**src/design/rrs_pkg.sv**
```systemverilog
`timescale 1ns / 1ps

package rrs_pkg;

	// Item kinds
	localparam logic CMD_START = 1'b0;
	localparam logic CMD_SLOT  = 1'b1;

	// Configuration register indexes
	localparam int CFG_INDEX_WIDTH = 8;
	localparam logic [CFG_INDEX_WIDTH-1:0] REG_SCREEN_WIDTH  = 8'd0;
	localparam logic [CFG_INDEX_WIDTH-1:0] REG_SCREEN_HEIGHT = 8'd1;

	localparam logic [7:0] SCREEN_WIDTH_RESET  = 8'd128;
	localparam logic [7:0] SCREEN_HEIGHT_RESET = 8'd160;

	// Display commands
	localparam logic [7:0] DISP_COLUMN_WINDOW = 8'h2A;
	localparam logic [7:0] DISP_ROW_WINDOW    = 8'h2B;
	localparam logic [7:0] DISP_MEMORY_WRITE  = 8'h2C;

	// Header positions
	localparam logic [3:0] HDR_COL_CMD   = 4'd0;
	localparam logic [3:0] HDR_X0        = 4'd2;
	localparam logic [3:0] HDR_X1        = 4'd4;
	localparam logic [3:0] HDR_ROW_CMD   = 4'd5;
	localparam logic [3:0] HDR_Y0        = 4'd7;
	localparam logic [3:0] HDR_Y1        = 4'd9;
	localparam logic [3:0] HDR_MEM_CMD   = 4'd10;
	localparam logic [3:0] HEADER_LENGTH = 4'd11;

	typedef struct packed {
		logic        cmd;
		logic [7:0]  center_x;
		logic [7:0]  center_y;
		logic [7:0]  inner_radius;
		logic [7:0]  outer_radius;
		logic [15:0] background_color;
		logic [15:0] rim_color;
	} rrs_item_t;

	typedef struct packed {
		logic       valid;
		logic [7:0] data_byte;
		logic       is_command;
		logic       last;
	} rrs_word_t;

endpackage

```
**src/design/rrs_pixel.sv**
```systemverilog
`timescale 1ns / 1ps

module rrs_pixel (
	input  logic [8:0]  row,
	input  logic [8:0]  col,
	input  logic [7:0]  radius,
	input  logic [15:0] outer_sq,
	input  logic [15:0] inner_sq,
	output logic        rim_hit
);
	logic [8:0]  r_ext;
	logic [8:0]  dr_full;
	logic [8:0]  dc_full;
	logic [15:0] dr_sq;
	logic [15:0] dc_sq;
	logic [16:0] sq_sum;

	assign r_ext = {1'b0, radius};

	// Offset from centre, both sides of the box fold onto one
	assign dr_full = (row >= r_ext) ? (row - r_ext) : (r_ext - row);
	assign dc_full = (col >= r_ext) ? (col - r_ext) : (r_ext - col);

	assign dr_sq  = {8'd0, dr_full[7:0]} * {8'd0, dr_full[7:0]};
	assign dc_sq  = {8'd0, dc_full[7:0]} * {8'd0, dc_full[7:0]};
	assign sq_sum = {1'b0, dr_sq} + {1'b0, dc_sq};

	assign rim_hit = (sq_sum <= {1'b0, outer_sq}) && (sq_sum >= {1'b0, inner_sq});

endmodule

```
**src/design/rrs_seq.sv**
```systemverilog
`timescale 1ns / 1ps

module rrs_seq (
	input  logic               clk,
	input  logic               arst_n,
	input  logic               step,
	input  rrs_pkg::rrs_item_t item,
	input  logic [7:0]         screen_width,
	input  logic [7:0]         screen_height,
	output rrs_pkg::rrs_word_t word
);
	import rrs_pkg::*;

	logic        active_q;
	logic [3:0]  hdr_idx_q;
	logic [8:0]  row_q;
	logic [8:0]  col_q;
	logic        low_q;
	logic [7:0]  cx_q;
	logic [7:0]  cy_q;
	logic [7:0]  r_q;
	logic [15:0] inner_sq_q;
	logic [15:0] outer_sq_q;
	logic [15:0] bg_q;
	logic [15:0] rim_q;

	logic        off_screen;
	logic        start_ok;
	logic        slot_ok;
	logic        in_header;
	logic [8:0]  sum_x;
	logic [8:0]  sum_y;
	logic [7:0]  ro_x;
	logic [7:0]  ro_y;
	logic [8:0]  span;
	logic        rim_hit;
	logic [15:0] color;
	logic [7:0]  hdr_byte;
	logic        hdr_cmd;
	logic        row_end;
	logic        col_end;

	// Start decision and radius clamp, width first then height
	assign off_screen = (item.center_x >= screen_width) || (item.center_y >= screen_height);
	assign start_ok   = step && (item.cmd == CMD_START) && !active_q && !off_screen;
	assign slot_ok    = step && (item.cmd == CMD_SLOT) && active_q;

	assign sum_x = {1'b0, item.center_x} + {1'b0, item.outer_radius};
	assign ro_x  = (sum_x >= ({1'b0, screen_width} + 9'd1)) ?
		(screen_width - item.center_x) : item.outer_radius;
	assign sum_y = {1'b0, item.center_y} + {1'b0, ro_x};
	assign ro_y  = (sum_y >= ({1'b0, screen_height} + 9'd1)) ?
		(screen_height - item.center_y) : ro_x;

	assign in_header = (hdr_idx_q < HEADER_LENGTH);
	assign span      = {r_q, 1'b0};
	assign col_end   = (col_q >= span);
	assign row_end   = (row_q >= span);

	always_comb begin
		hdr_byte = 8'h00;
		hdr_cmd  = 1'b0;
		case (hdr_idx_q)
			HDR_COL_CMD: begin
				hdr_byte = DISP_COLUMN_WINDOW;
				hdr_cmd  = 1'b1;
			end
			HDR_X0:      hdr_byte = cx_q - r_q;
			HDR_X1:      hdr_byte = cx_q + r_q;
			HDR_ROW_CMD: begin
				hdr_byte = DISP_ROW_WINDOW;
				hdr_cmd  = 1'b1;
			end
			HDR_Y0:      hdr_byte = cy_q - r_q;
			HDR_Y1:      hdr_byte = cy_q + r_q;
			HDR_MEM_CMD: begin
				hdr_byte = DISP_MEMORY_WRITE;
				hdr_cmd  = 1'b1;
			end
			default: begin
				hdr_byte = 8'h00;
				hdr_cmd  = 1'b0;
			end
		endcase
	end

	rrs_pixel u_pixel (
		.row      (row_q),
		.col      (col_q),
		.radius   (r_q),
		.outer_sq (outer_sq_q),
		.inner_sq (inner_sq_q),
		.rim_hit  (rim_hit)
	);

	assign color = rim_hit ? rim_q : bg_q;

	always_comb begin
		word.valid      = slot_ok;
		word.is_command = 1'b0;
		word.last       = 1'b0;
		if (in_header) begin
			word.data_byte  = hdr_byte;
			word.is_command = hdr_cmd;
		end else begin
			word.data_byte = low_q ? color[7:0] : color[15:8];
			word.last      = low_q && col_end && row_end;
		end
	end

	always_ff @(posedge clk or negedge arst_n) begin
		if (!arst_n) begin
			active_q  <= 1'b0;
			hdr_idx_q <= 4'd0;
			row_q     <= 9'd0;
			col_q     <= 9'd0;
			low_q     <= 1'b0;
		end else if (start_ok) begin
			active_q  <= 1'b1;
			hdr_idx_q <= 4'd0;
			row_q     <= 9'd0;
			col_q     <= 9'd0;
			low_q     <= 1'b0;
		end else if (slot_ok) begin
			if (in_header) begin
				hdr_idx_q <= hdr_idx_q + 4'd1;
			end else if (!low_q) begin
				low_q <= 1'b1;
			end else begin
				low_q <= 1'b0;
				if (col_end) begin
					col_q <= 9'd0;
					if (row_end) begin
						row_q     <= 9'd0;
						active_q  <= 1'b0;
						hdr_idx_q <= 4'd0;
					end else begin
						row_q <= row_q + 9'd1;
					end
				end else begin
					col_q <= col_q + 9'd1;
				end
			end
		end
	end

	// Latch the drawing setup
	always_ff @(posedge clk) begin
		if (start_ok) begin
			cx_q       <= item.center_x;
			cy_q       <= item.center_y;
			r_q        <= ro_y;
			inner_sq_q <= {8'd0, item.inner_radius} * {8'd0, item.inner_radius};
			outer_sq_q <= {8'd0, ro_y} * {8'd0, ro_y};
			bg_q       <= item.background_color;
			rim_q      <= item.rim_color;
		end
	end

endmodule

```
**src/design/ring_raster_stream.sv**
```systemverilog
`timescale 1ns / 1ps
// Ring raster streamer: a start word (cmd low) latches a ring centre, inner and
// outer radii and two RGB565 colours; each slot word (cmd high) then yields one
// display byte with its command flag. The stream is the column window command
// and four bytes, the row window command and four bytes, the memory-write
// command, then two colour bytes (high first) per pixel, row by row over the
// square box around the centre, with last set on the final byte. A start is
// dropped while a drawing runs or when the centre lies off screen; the outer
// radius is clamped to the screen width, then to the height. The block takes
// one word per clock while in_stall is low; each word is decoded and its byte
// formed between the drawing state registers and the output register, where
// the longest path is the squared-distance compare (two 8x8 multiplies, an add
// and two compares). in_stall rises only while the output register holds a
// word that out_stall is holding back. Write screen_width (index 0) and
// screen_height (index 1) only between drawings; cfg_ready is always high and
// writes to other indexes are dropped.

module ring_raster_stream (
	input  logic                                clk,
	input  logic                                arst_n,

	input  logic                                in_valid,
	output logic                                in_stall,
	input  logic                                cmd,
	input  logic [7:0]                          center_x,
	input  logic [7:0]                          center_y,
	input  logic [7:0]                          inner_radius,
	input  logic [7:0]                          outer_radius,
	input  logic [15:0]                         background_color,
	input  logic [15:0]                         rim_color,

	output logic                                out_valid,
	input  logic                                out_stall,
	output logic [7:0]                          data_byte,
	output logic                                is_command,
	output logic                                last,

	input  logic                                cfg_valid,
	output logic                                cfg_ready,
	input  logic [rrs_pkg::CFG_INDEX_WIDTH-1:0] cfg_index,
	input  logic [7:0]                          cfg_data
);
	import rrs_pkg::*;

	logic [7:0] screen_width_q;
	logic [7:0] screen_height_q;
	logic       out_valid_q;
	logic [7:0] data_byte_q;
	logic       is_command_q;
	logic       last_q;
	logic       step;
	rrs_item_t  item;
	rrs_word_t  word;

	// Configuration: always ready, unknown indexes dropped
	assign cfg_ready = 1'b1;

	always_ff @(posedge clk or negedge arst_n) begin
		if (!arst_n) begin
			screen_width_q  <= SCREEN_WIDTH_RESET;
			screen_height_q <= SCREEN_HEIGHT_RESET;
		end else if (cfg_valid && cfg_ready) begin
			case (cfg_index)
				REG_SCREEN_WIDTH:  screen_width_q  <= cfg_data;
				REG_SCREEN_HEIGHT: screen_height_q <= cfg_data;
				default: ;
			endcase
		end
	end

	// Hold the input only while the output register is full and held back
	assign in_stall = out_valid_q && out_stall;
	assign step     = in_valid && !in_stall;

	assign item.cmd              = cmd;
	assign item.center_x         = center_x;
	assign item.center_y         = center_y;
	assign item.inner_radius     = inner_radius;
	assign item.outer_radius     = outer_radius;
	assign item.background_color = background_color;
	assign item.rim_color        = rim_color;

	rrs_seq u_seq (
		.clk           (clk),
		.arst_n        (arst_n),
		.step          (step),
		.item          (item),
		.screen_width  (screen_width_q),
		.screen_height (screen_height_q),
		.word          (word)
	);

	// Output register: load a new word, or drop the old one once taken
	always_ff @(posedge clk or negedge arst_n) begin
		if (!arst_n) begin
			out_valid_q <= 1'b0;
		end else if (word.valid) begin
			out_valid_q <= 1'b1;
		end else if (!out_stall) begin
			out_valid_q <= 1'b0;
		end
	end

	always_ff @(posedge clk) begin
		if (word.valid) begin
			data_byte_q  <= word.data_byte;
			is_command_q <= word.is_command;
			last_q       <= word.last;
		end
	end

	assign out_valid  = out_valid_q;
	assign data_byte  = data_byte_q;
	assign is_command = is_command_q;
	assign last       = last_q;

endmodule

```
**config.mk**
```make
export PLATFORM = sky130hd
export DESIGN_NAME = ring_raster_stream
export DESIGN_NICKNAME = d
export VERILOG_FILES = /design/src/design/rrs_pkg.sv /design/src/design/rrs_pixel.sv /design/src/design/rrs_seq.sv /design/src/design/ring_raster_stream.sv
export SDC_FILE = /design/constraint.sdc
export NUM_CORES = 1
export LEC_CHECK = 0
export BUFFER_PORTS_ARGS = -buffer_cell sky130_fd_sc_hd__buf_4
export CAP_MARGIN = 20
export CORE_UTILIZATION = 34
export CTS_CLUSTER_DIAMETER = 40
export DETAILED_ROUTE_END_ITERATION = 8
export HOLD_SLACK_MARGIN = 0.1
export RECOVER_POWER = 25
export SYNTH_ARGS = -nofsm -noshare
export SYNTH_HDL_FRONTEND = slang
export SYNTH_SLANG_ARGS = --single-unit
```
**constraint.sdc**
```tcl
create_clock -name clk -period 30.1 [get_ports clk]
set_clock_uncertainty 0.05 [all_clocks]
set_input_delay 1.505 -clock clk [delete_from_list [all_inputs] [get_ports clk]]
set_output_delay 1.505 -clock clk [all_outputs]
set_load 0.005 [all_outputs]
```
# Word-level counts from Yosys, hierarchy flattened
# Index checks and enable logic that the tools add are counted.
op_classes:
  n_eq_ne: 9
  n_bitwise: 1
  reduce_logical: 31
  n_mul: 4
  order_cmp: 11
  n_mux: 38
  add_sub_neg: 18
op_table:
  columns: ["operator", "n"]
  rows:
  - ["$mux 9", 11]
  - ["$mul 8x8->16", 4]
  - ["$sub 8x8->8", 8]
  - ["$pmux 8 s7", 1]
  - ["$mux 8", 6]
  - ["$ge 9x9->1", 4]
  - ["$mux 4", 6]
  - ["$add 8x1->9 const B", 2]
  - ["$add 8x8->9", 2]
  - ["$add 9x1->9 const B", 2]
  - ["$ge 9x8->1", 2]
  - ["$add 16x16->17", 1]
  - ["$ge 17x16->1", 1]
  - ["$le 17x16->1", 1]
  - ["$add 8x8->8", 2]
  - ["$ge 8x8->1", 2]
  - ["$mux 16", 1]
  - ["$mux 1", 13]
  - ["$eq 4x3->1 const B", 3]
  - ["$logic_and 1x1->1", 10]
  - ["$reduce_bool 3->1", 3]
  - ["$eq 4x4->1 const B", 2]
  - ["$eq 8x1->1 const B", 1]
  - ["$logic_not 8->1", 1]
  - ["14 further kinds", 23]
totals:
  in_bits: 86
  register_bits: 139
  output_inout_bits: 13
  word_cells: 130

# Longest topological paths before layout
# Gate-level depths: netlist (run 1).
logic_depth:
  ltp_word: 9
  ltp_mapped: 49
  ltp_nobuf: 47

# By module
# Synthesis (run 1) repeated with hierarchy kept, for this count alone.
unflattened:
  hier_cells: 1814
  area_unflattened_um2: 17513.0
modules_own_cells:
  columns: ["mod", "area_each_um2", "cells_per_inst", "seq_area_each_um2", "instances"]
  rows:
  - ["rrs_seq", 10635.2, 1061, 3153.0, 1]
  - ["rrs_pixel", 5833.1, 700, 0.0, 1]
  - ["ring_raster_stream", 1044.8, 53, 729.4, 1]

# Worst setup path before layout (run 1)
# Ideal clock, no wire load.
synth_path:
  path_type: "input to register"
  start: "in center_x[0]"
  end: "reg u_seq.outer_sq_q[15] (data pin)"
  t_arrival_ns: 10.964
  cell_stages: 43
  slack_ns: 18.826
  required_time_ns: 29.790
  setup_time_ns: 0.260
  n_path_buf: 2
  cell_sequence: "ha_1 -> fa_1 -> a21oi_1 -> nor2_1 -> nor2_1 -> o21bai_1 -> a21oi_1 -> xnor2_1 -> ha_1 -> o2111ai_1 -> o21ai_0 -> a21o_1 -> clkbuf_1 -> mux2_2 -> ha_1 -> a21o_1 -> a21o_1 -> a21o_1 -> (+7 left out) -> clkbuf_1 -> mux2i_1 -> inv_1 -> nand2_1 -> fa_1 -> inv_1 -> fa_1 -> fa_1 -> inv_1 -> fa_1 -> inv_1 -> ha_1 -> or2_2 -> o311a_1 -> o21a_1 -> o21ai_0 -> a21oi_1 -> xor2_1"
synth_via:
  elab_chain_len: 7
  word_cells_on_any_way: 8
  classes_between: "3 x add/sub; 1 x mul; 2 x order compare; 2 x mux"
synth_rtl:
  columns: ["element", "line", "text"]
  rows:
  - ["start: declaration", "ring_raster_stream.sv:25", "input logic [7:0] center_x,"]
  - ["$add 8x8->9", "rrs_seq.sv:48", "assign sum_x = {1'b0, item.center_x} + {1'b0, item.outer_radius};"]
  - ["$ge 9x9->1", "rrs_seq.sv:49", "assign ro_x = (sum_x >= ({1'b0, screen_width} + 9'd1)) ?"]
  - ["$mux 8 *", "rrs_seq.sv:49", null]
  - ["$add 8x8->9", "rrs_seq.sv:51", "assign sum_y = {1'b0, item.center_y} + {1'b0, ro_x};"]
  - ["$ge 9x9->1", "rrs_seq.sv:52", "assign ro_y = (sum_y >= ({1'b0, screen_height} + 9'd1)) ?"]
  - ["$mux 8 *", "rrs_seq.sv:52", null]
  - ["via u_seq.ro_y[5]", "rrs_seq.sv:34", "logic [7:0] ro_y;"]
  - ["$mul 8x8->16 *", "rrs_seq.sv:154", "outer_sq_q <= {8'd0, ro_y} * {8'd0, ro_y};"]
  - ["end signal: assignment", "rrs_seq.sv:154", null]
  - ["end: declaration", "rrs_seq.sv:23", "logic [15:0] outer_sq_q;"]
# Mark *: on every way through the listed nets, which the timed path passes. The rest lies on a longest branch.
# A chain may end at the register's enable or synchronous reset.

==> impl_metrics.json, run 1 <==
{
  "dp_hpwl_mm": 32.6,
  "overflow": 0,
  "worst_pin_slew_ns": 2.52,
  "post_cts_buffers": 0,
  "via_count": 12500,
  "diodes": 0,
  "synth.avg_cell_area_sq_um": 9.61,
  "drtIter0Drc": 568,
  "grt_pass1_vias": 13100,
  "wl_mm": 38.4,
  "clk_pin_slew_ns": 0.07,
  "root_buffer": "clkbuf_16",
  "cts.sinks": 136,
  "cpPeakStageDelay_ns": 0.66,
  "die_y_microns": 225,
  "antenna_found_initial": 0,
  "grt_pass1_wl_mm": 65.1,
  "worstSkewPairLatency_ns": 0.43,
  "cp_max_fo": 15,
  "fmax_mhz": 81.6,
  "grt_max_degree": 59,
  "yosysSeqAreaShare_pct": 22.9,
  "hold_viol": 0,
  "slew_viol_final": 42,
  "start_util_pct": 34.5,
  "arrival_ns": 12.39,
  "dieArea_sq_um": 50700,
  "synthCells": 1761,
  "rsz0062_at_grt": "false",
  "synth_edf_count": 95,
  "die_w_microns": 225,
  "fin_crit_sh_pct": 40.7,
  "ys_types": 86,
  "synth.cell_area_sq_um": 16900,
  "cp-end-kind": "register",
  "nets": 2346,
  "final_util_pct": 38.5,
  "setup_violations": 0,
  "ys.flop_type": "edfxtp_1",
  "cts_max_path_buffers": 2,
  "maxCapViolCount": 1,
  "ctsResizeCount": 0,
  "grtUsageTotal_pct": 16.0,
  "min_path_type": "reg2reg",
  "drc": 0,
  "io_buffer_count": 97,
  "cts_made_buffers": 17,
  "wl_per_cell_microns": 15.1,
  "cts_tree": "yes",
  "fin_area_sq_um": 18900,
  "synth-async-reset-ratio_pct": 30.1,
  "place_area_sq_um": 18400,
  "finalSetupTns_ns": 0,
  "vias_per_cell": 4.94,
  "slowest_stage": "xor2_1",
  "cp_common_cell": "fa_1",
  "ios": 99,
  "yosysTopAreaCell": "ha_1",
  "critPathKind": "reg2reg",
  "required_ns": 30.23,
  "maxSlewHeadroom_pct": -68.0,
  "syn2layout_area_growth_pct": 11.7,
  "h-tree-depth": 4,
  "first_pass_iters": 5,
  "rows": 81,
  "drive_gt1_share_pct": 10.3,
  "fin_crit_ns": 12.26,
  "synth_warnings": 0,
  "cts.hold.buffers_added": 0,
  "failed_checks": "max-capacitance violations, max-slew violations",
  "place_congestion": 0.919,
  "synth.top_cell.area_share_pct": 19.4,
  "yosys-top-cells-area": "ha_1 (19%), edfxtp_1 (17%), fa_1 (16%)",
  "start_kind": "register",
  "critical_path_buf_inv_count": 3,
  "status": "finished with violations",
  "coreArea_sq_um": 49100,
  "final_antenna_net_count": 0,
  "ys_ff_latch": 136,
  "path_delay_family": "adder cells"
}
## worst register-to-register path, delay by kind of cell (launching register included)
family	cells	cell delay, ns
AOI/OAI and AO/OA	13	2.88
xor gates and xnor gates	2	0.79
buffers and inverters	3	0.47
DFF	1	0.59
adders and majority gates	9	4.08
and+or+nand+nor	7	2.23
muxes	2	0.94
## path summary, 6_finish.rpt
check	startpoint	end	slack, ns	depth (start not counted)
max in group asynchronous	arst_n	u_seq.row_q[4]	26.76	1
min reg2reg	out_valid	out_valid	0.51	2
min in group asynchronous	arst_n	screen_width_q[6]	1.79	1
min	out_valid	out_valid	0.51	2
max	u_seq.r_q[1]	data_byte[5]	17.84	36
max reg2reg	u_seq.r_q[1]	data_byte[5]	17.84	36
## Yosys cell counts, types with 5 or more instances
cell type	n
nor2b_1	29
inv_1	287
and2_1	23
or2_2	11
nand3b_1	7
nand2_1	88
nand3_1	28
a22oi_1	5
nor3_1	27
a211oi_1	10
a21o_1	36
o22ai_1	5
o211ai_1	8
and3_1	8
nand4_1	14
xor2_1	35
nor2_1	162
a31oi_1	6
xnor2_1	71
o21bai_1	12
clkbuf_1	13
o21ai_0	59
fa_1	136
buf_6	6
or3_1	5
ha_1	263
nand2b_1	23
edfxtp_1	95
mux2i_1	27
dfrtp_1	38
a21oi_1	77
o21a_1	16
mux2_2	39
## final cells by class
cell class | instances | area, sq um
flip-flops and latches | 136 | 3880
fillers | 4900 | 30100
inverters | 289 | 1080
multi-input cells | 1314 | 11800
clock buffers | 18 | 429
repair buffers | 103 | 706
clock inverters | 14 | 135
well taps | 664 | 831
## routing by layer
metal,part of all wire (%),track usage (%),routed length [microns],vias to the layer above
met3,2.4,1.62,940,61
met1,45,20.4,17200,6103
met5,0,0,0,-
met2,50,28.1,19400,200
li1,-,-,-,6167
met4,2.3,5.16,901,0
## state kept, by name (all words and copies together) (netlist names), 9 cells and up
signal and cells:
u_seq.bg_q 16, u_seq.col_q 9, u_seq.rim_q 16, u_seq.outer_sq_q 15, u_seq.inner_sq_q 15, u_seq.row_q 9
## placed cells by master (no fill, tap or decap), types with 28 or more instances in the layout
cell | synthesis | layout
ha_1 | 263 | 263
a21oi_1 | 77 | 77
dfrtp_1 | 38 | 38
mux2_2 | 39 | 39
o21ai_0 | 59 | 59
xor2_1 | 35 | 35
xnor2_1 | 71 | 71
nand2_1 | 88 | 88
nor2_1 | 162 | 162
edfxtp_1 | 95 | 95
inv_1 | 287 | 287
nor2b_1 | 29 | 29
a21o_1 | 36 | 36
fa_1 | 136 | 136
nand3_1 | 28 | 28
buf_4 | 1 | 53
clkbuf_4 | 0 | 32
## cell families after synthesis
group | count (synthesis) | share of synthesized area (%)
multiplexers | 70 | 4.58
other | 2 | 0.0444
AO/OA/AOI/OAI | 283 | 11.0
flip-flops | 136 | 22.9
buffers and inverters | 312 | 7.22
XOR/XNOR | 110 | 5.87
AND/OR/NAND/NOR | 449 | 12.8
adder cells (fa/ha/maj) | 399 | 35.5
## metrics by stage
| stage | hold slack, ns | setup WS (ns) | cells |
|---|---|---|---|
| after floorplan | 0.467 | 18.83 | 1762 |
| after global placement | 0.487 | 17.96 | 2506 |
| after detailed placement | 0.495 | 17.83 | 2506 |
| after CTS | 0.517 | 17.83 | 2538 |
| after global routing | 0.549 | 17.27 | 2538 |
| final | 0.512 | 17.84 | 2538 |
Power of run 1 is left out: the tool's default activity adds up to more than one toggle a clock period on the data nets, which glitch-free logic cannot reach.
==> inputs of run 2 (changes only) <==
ABC_AREA = 1   (was unset)
clock period = 9.9 ns   (was 30.1 ns; I/O delays follow)
==> run 2 against run 1 <==
Compared with the run above:
- the flow still finishes with violations (max-capacitance violations, max-slew violations)
- cell count grew 17%
- synthesized area grew 3.1%
- sequential cell count is the same
- worst hold slack lost 0.33 ns
- critical endpoint is now u_seq.outer_sq_q[15]
- largest cell class unchanged
- highest routed layer unchanged
==> impl_metrics.json, run 2 <==
{
  "fin_area_sq_um": 20300,
  "synth.cell_area_sq_um": 17500,
  "grt_pass1_vias": 14100,
  "status": "finished with violations",
  "place_congestion": 0.911,
  "fmax_mhz": 107,
  "fin_crit_sh_pct": 94.6,
  "arrival_ns": 9.52,
  "slew_viol_final": 42,
  "die_w_microns": 229,
  "place_inst": 2931,
  "wl_per_cell_microns": 14.8,
  "io_buffer_count": 97,
  "top_regs": "u_seq.bg_q x16, u_seq.rim_q x16",
  "fillers": 5021,
  "vias_per_cell": 4.75,
  "fin_ws_ns": 0.532,
  "die_y_microns": 229,
  "synth-async-reset-ratio_pct": 30.1,
  "nets": 2767,
  "drtIter0Drc": 791,
  "final_cells": 2967,
  "via_count": 14100,
  "maxSlewHeadroom_pct": -71.6,
  "first_pass_iters": 5,
  "grtUsageTotal_pct": 17.3,
  "synth_warnings": 0,
  "cts_tree": "yes",
  "synth.avg_cell_area_sq_um": 8.32,
  "comb_power_share_pct": 72.5,
  "drc": 0,
  "drive_gt1_share_pct": 12.9,
  "antenna_found_initial": 0,
  "synth_most_common_cell": "inv_1",
  "switchingPower_w": 0.00246,
  "coreArea_sq_um": 50400,
  "path_delay_family": "adder cells",
  "cts_made_buffers": 17,
  "clk_pin_slew_ns": 0.06,
  "worst_pin_slew_ns": 2.57,
  "dieArea_sq_um": 52200,
  "powerDensity_nw_per_um2": 267,
  "slowest_stage": "fa_1",
  "finalSetupTns_ns": 0,
  "setup_violations": 0,
  "min_path_type": "in2reg",
  "required_ns": 10.05,
  "failed_checks": "max-capacitance violations, max-slew violations",
  "critical_path_buf_inv_count": 9,
  "root_buffer": "clkbuf_16",
  "cts.sinks": 136,
  "worstSkewPairLatency_ns": 0.46,
  "rows": 82,
  "diodes": 0,
  "synthCells": 2097,
  "final_antenna_net_count": 0,
  "place_area_sq_um": 19600,
  "ys_ff_latch": 136,
  "cts_max_path_buffers": 2,
  "wl_mm": 44.0,
  "yosysTopAreaCell": "ha_1",
  "cpPeakStageDelay_ns": 0.54,
  "grt_pass1_wl_mm": 71.6,
  "ios": 99,
  "cp_common_cell": "fa_1",
  "vdd_drop_max_uv": 645,
  "fin_crit_ns": 9.37,
  "p_sw_share_pct": 45.5,
  "dp_hpwl_mm": 37.0,
  "dp_slack_ns": -0.268,
  "maxCapViolCount": 1,
  "syn2layout_area_growth_pct": 16.0,
  "p_leak_nw": 10.4,
  "synth_edf_count": 95,
  "overflow": 0,
  "start_util_pct": 34.6,
  "ys_types": 63,
  "yosysSeqAreaShare_pct": 22.2,
  "clockPowerShare_pct": 12.1,
  "hold_viol": 0,
  "h-tree-depth": 4,
  "synth.top_cell.area_share_pct": 18.9,
  "cp-end-kind": "register",
  "internal_power_w": 0.00295,
  "final_cell_mix": "inv_1 (415), nand2_1 (357), ha_1 (259)",
  "start_kind": "primary input",
  "critPathKind": "in2reg",
  "ys.flop_type": "edfxtp_1",
  "power.share.sequential_pct": 15.4,
  "cp_max_fo": 6,
  "final_common_cell": "inv_1",
  "netlist_top_cells_count": "inv_1 (421), nand2_1 (357), ha_1 (263)",
  "grt_max_degree": 77,
  "yosys-top-cells-area": "ha_1 (19%), edfxtp_1 (16%), fa_1 (16%)"
}
[run 2: final cells by class]
| type | count | area (sq um) | share of cell area, % |
|---|---|---|---|
| inverters | 432 | 1630 | 8.04 |
| clock inverters | 10 | 72.6 | 0.358 |
| flip-flops and latches | 136 | 3880 | 19.2 |
| well taps | 672 | 841 | 4.15 |
| multi-input cells | 1499 | 11900 | 58.7 |
| repair buffers | 196 | 1420 | 7.03 |
| clock buffers | 22 | 522 | 2.58 |
[run 2: logic make-up after synthesis]
group | Yosys count | synth area share [%]
adders and majority gates | 399 | 34.5
and+or+nand+nor | 692 | 17.1
buffers and inverters | 463 | 10.3
AOI/OAI and AO/OA | 288 | 9.56
DFF | 136 | 22.2
muxes | 3 | 0.229
other | 2 | 0.0430
xor gates and xnor gates | 114 | 6.13
[run 2: through the flow]
stage	hold WS (ns)	utilization, %	total power [W]
after floorplan	0.149	-	0.00364
after global placement	0.477	38.9	0.00471
after detailed placement	0.472	38.9	0.00474
after CTS	0.143	40.1	0.00543
after global routing	0.164	40.2	0.00606
final	0.182	40.2	0.00541
[run 2: metal layers]
| layer | vias up | track usage [%] | share of wire [%] |
|---|---|---|---|
| met2 | 305 | 28.4 | 46 |
| met4 | 0 | 5.20 | 2.3 |
| met3 | 55 | 3.37 | 5.1 |
| met5 | - | 0 | 0 |
| met1 | 6618 | 22.9 | 46 |
| li1 | 7105 | - | - |
[run 2: power by group through the flow]
stage          Combinational, W  Sequential, W  Clock, W
4_1_cts                 0.00393       0.000835  0.000671
6_report                0.00392       0.000835  0.000654
5_1_grt                 0.00453       0.000836  0.000692
2_1_floorplan           0.00280       0.000844         0
3_3_place_gp            0.00386       0.000847         0
3_5_place_dp            0.00389       0.000847         0
[run 2: worst register-to-register path: cells and delay by family, from the launching register on]
kind                     cells  cell delay (ns)
AND/OR/NAND/NOR             14             2.17
AO/OA/AOI/OAI               12             1.66
adder cells (fa/ha/maj)      9             3.62
flip-flops                   1             0.48
buffers and inverters        9             0.78
XOR/XNOR                     2             0.30
[run 2: what timing repair did]
item,4_1_cts,5_1_grt
setup buffers,0,3
hold buffers,1,0
endpoints found under the hold margin,38,0
setup endpoints to repair,0,14
resized for setup,0,34
[run 2: final timing paths]
kind	from	cells after the start	end	slack, ns
min in group asynchronous	arst_n	2	u_seq.row_q[4]	1.35
setup reg to reg	screen_width_q[1]	46	u_seq.outer_sq_q[15]	0.59
max in group asynchronous	arst_n	2	screen_height_q[3]	6.99
setup / recovery	center_x[0]	49	u_seq.outer_sq_q[15]	0.53
hold reg to reg	screen_width_q[7]	2	screen_width_q[7]	0.49
hold / removal	background_color[5]	1	u_seq.bg_q[5]	0.18
No activity file was read; power rests on OpenSTA's default activity.
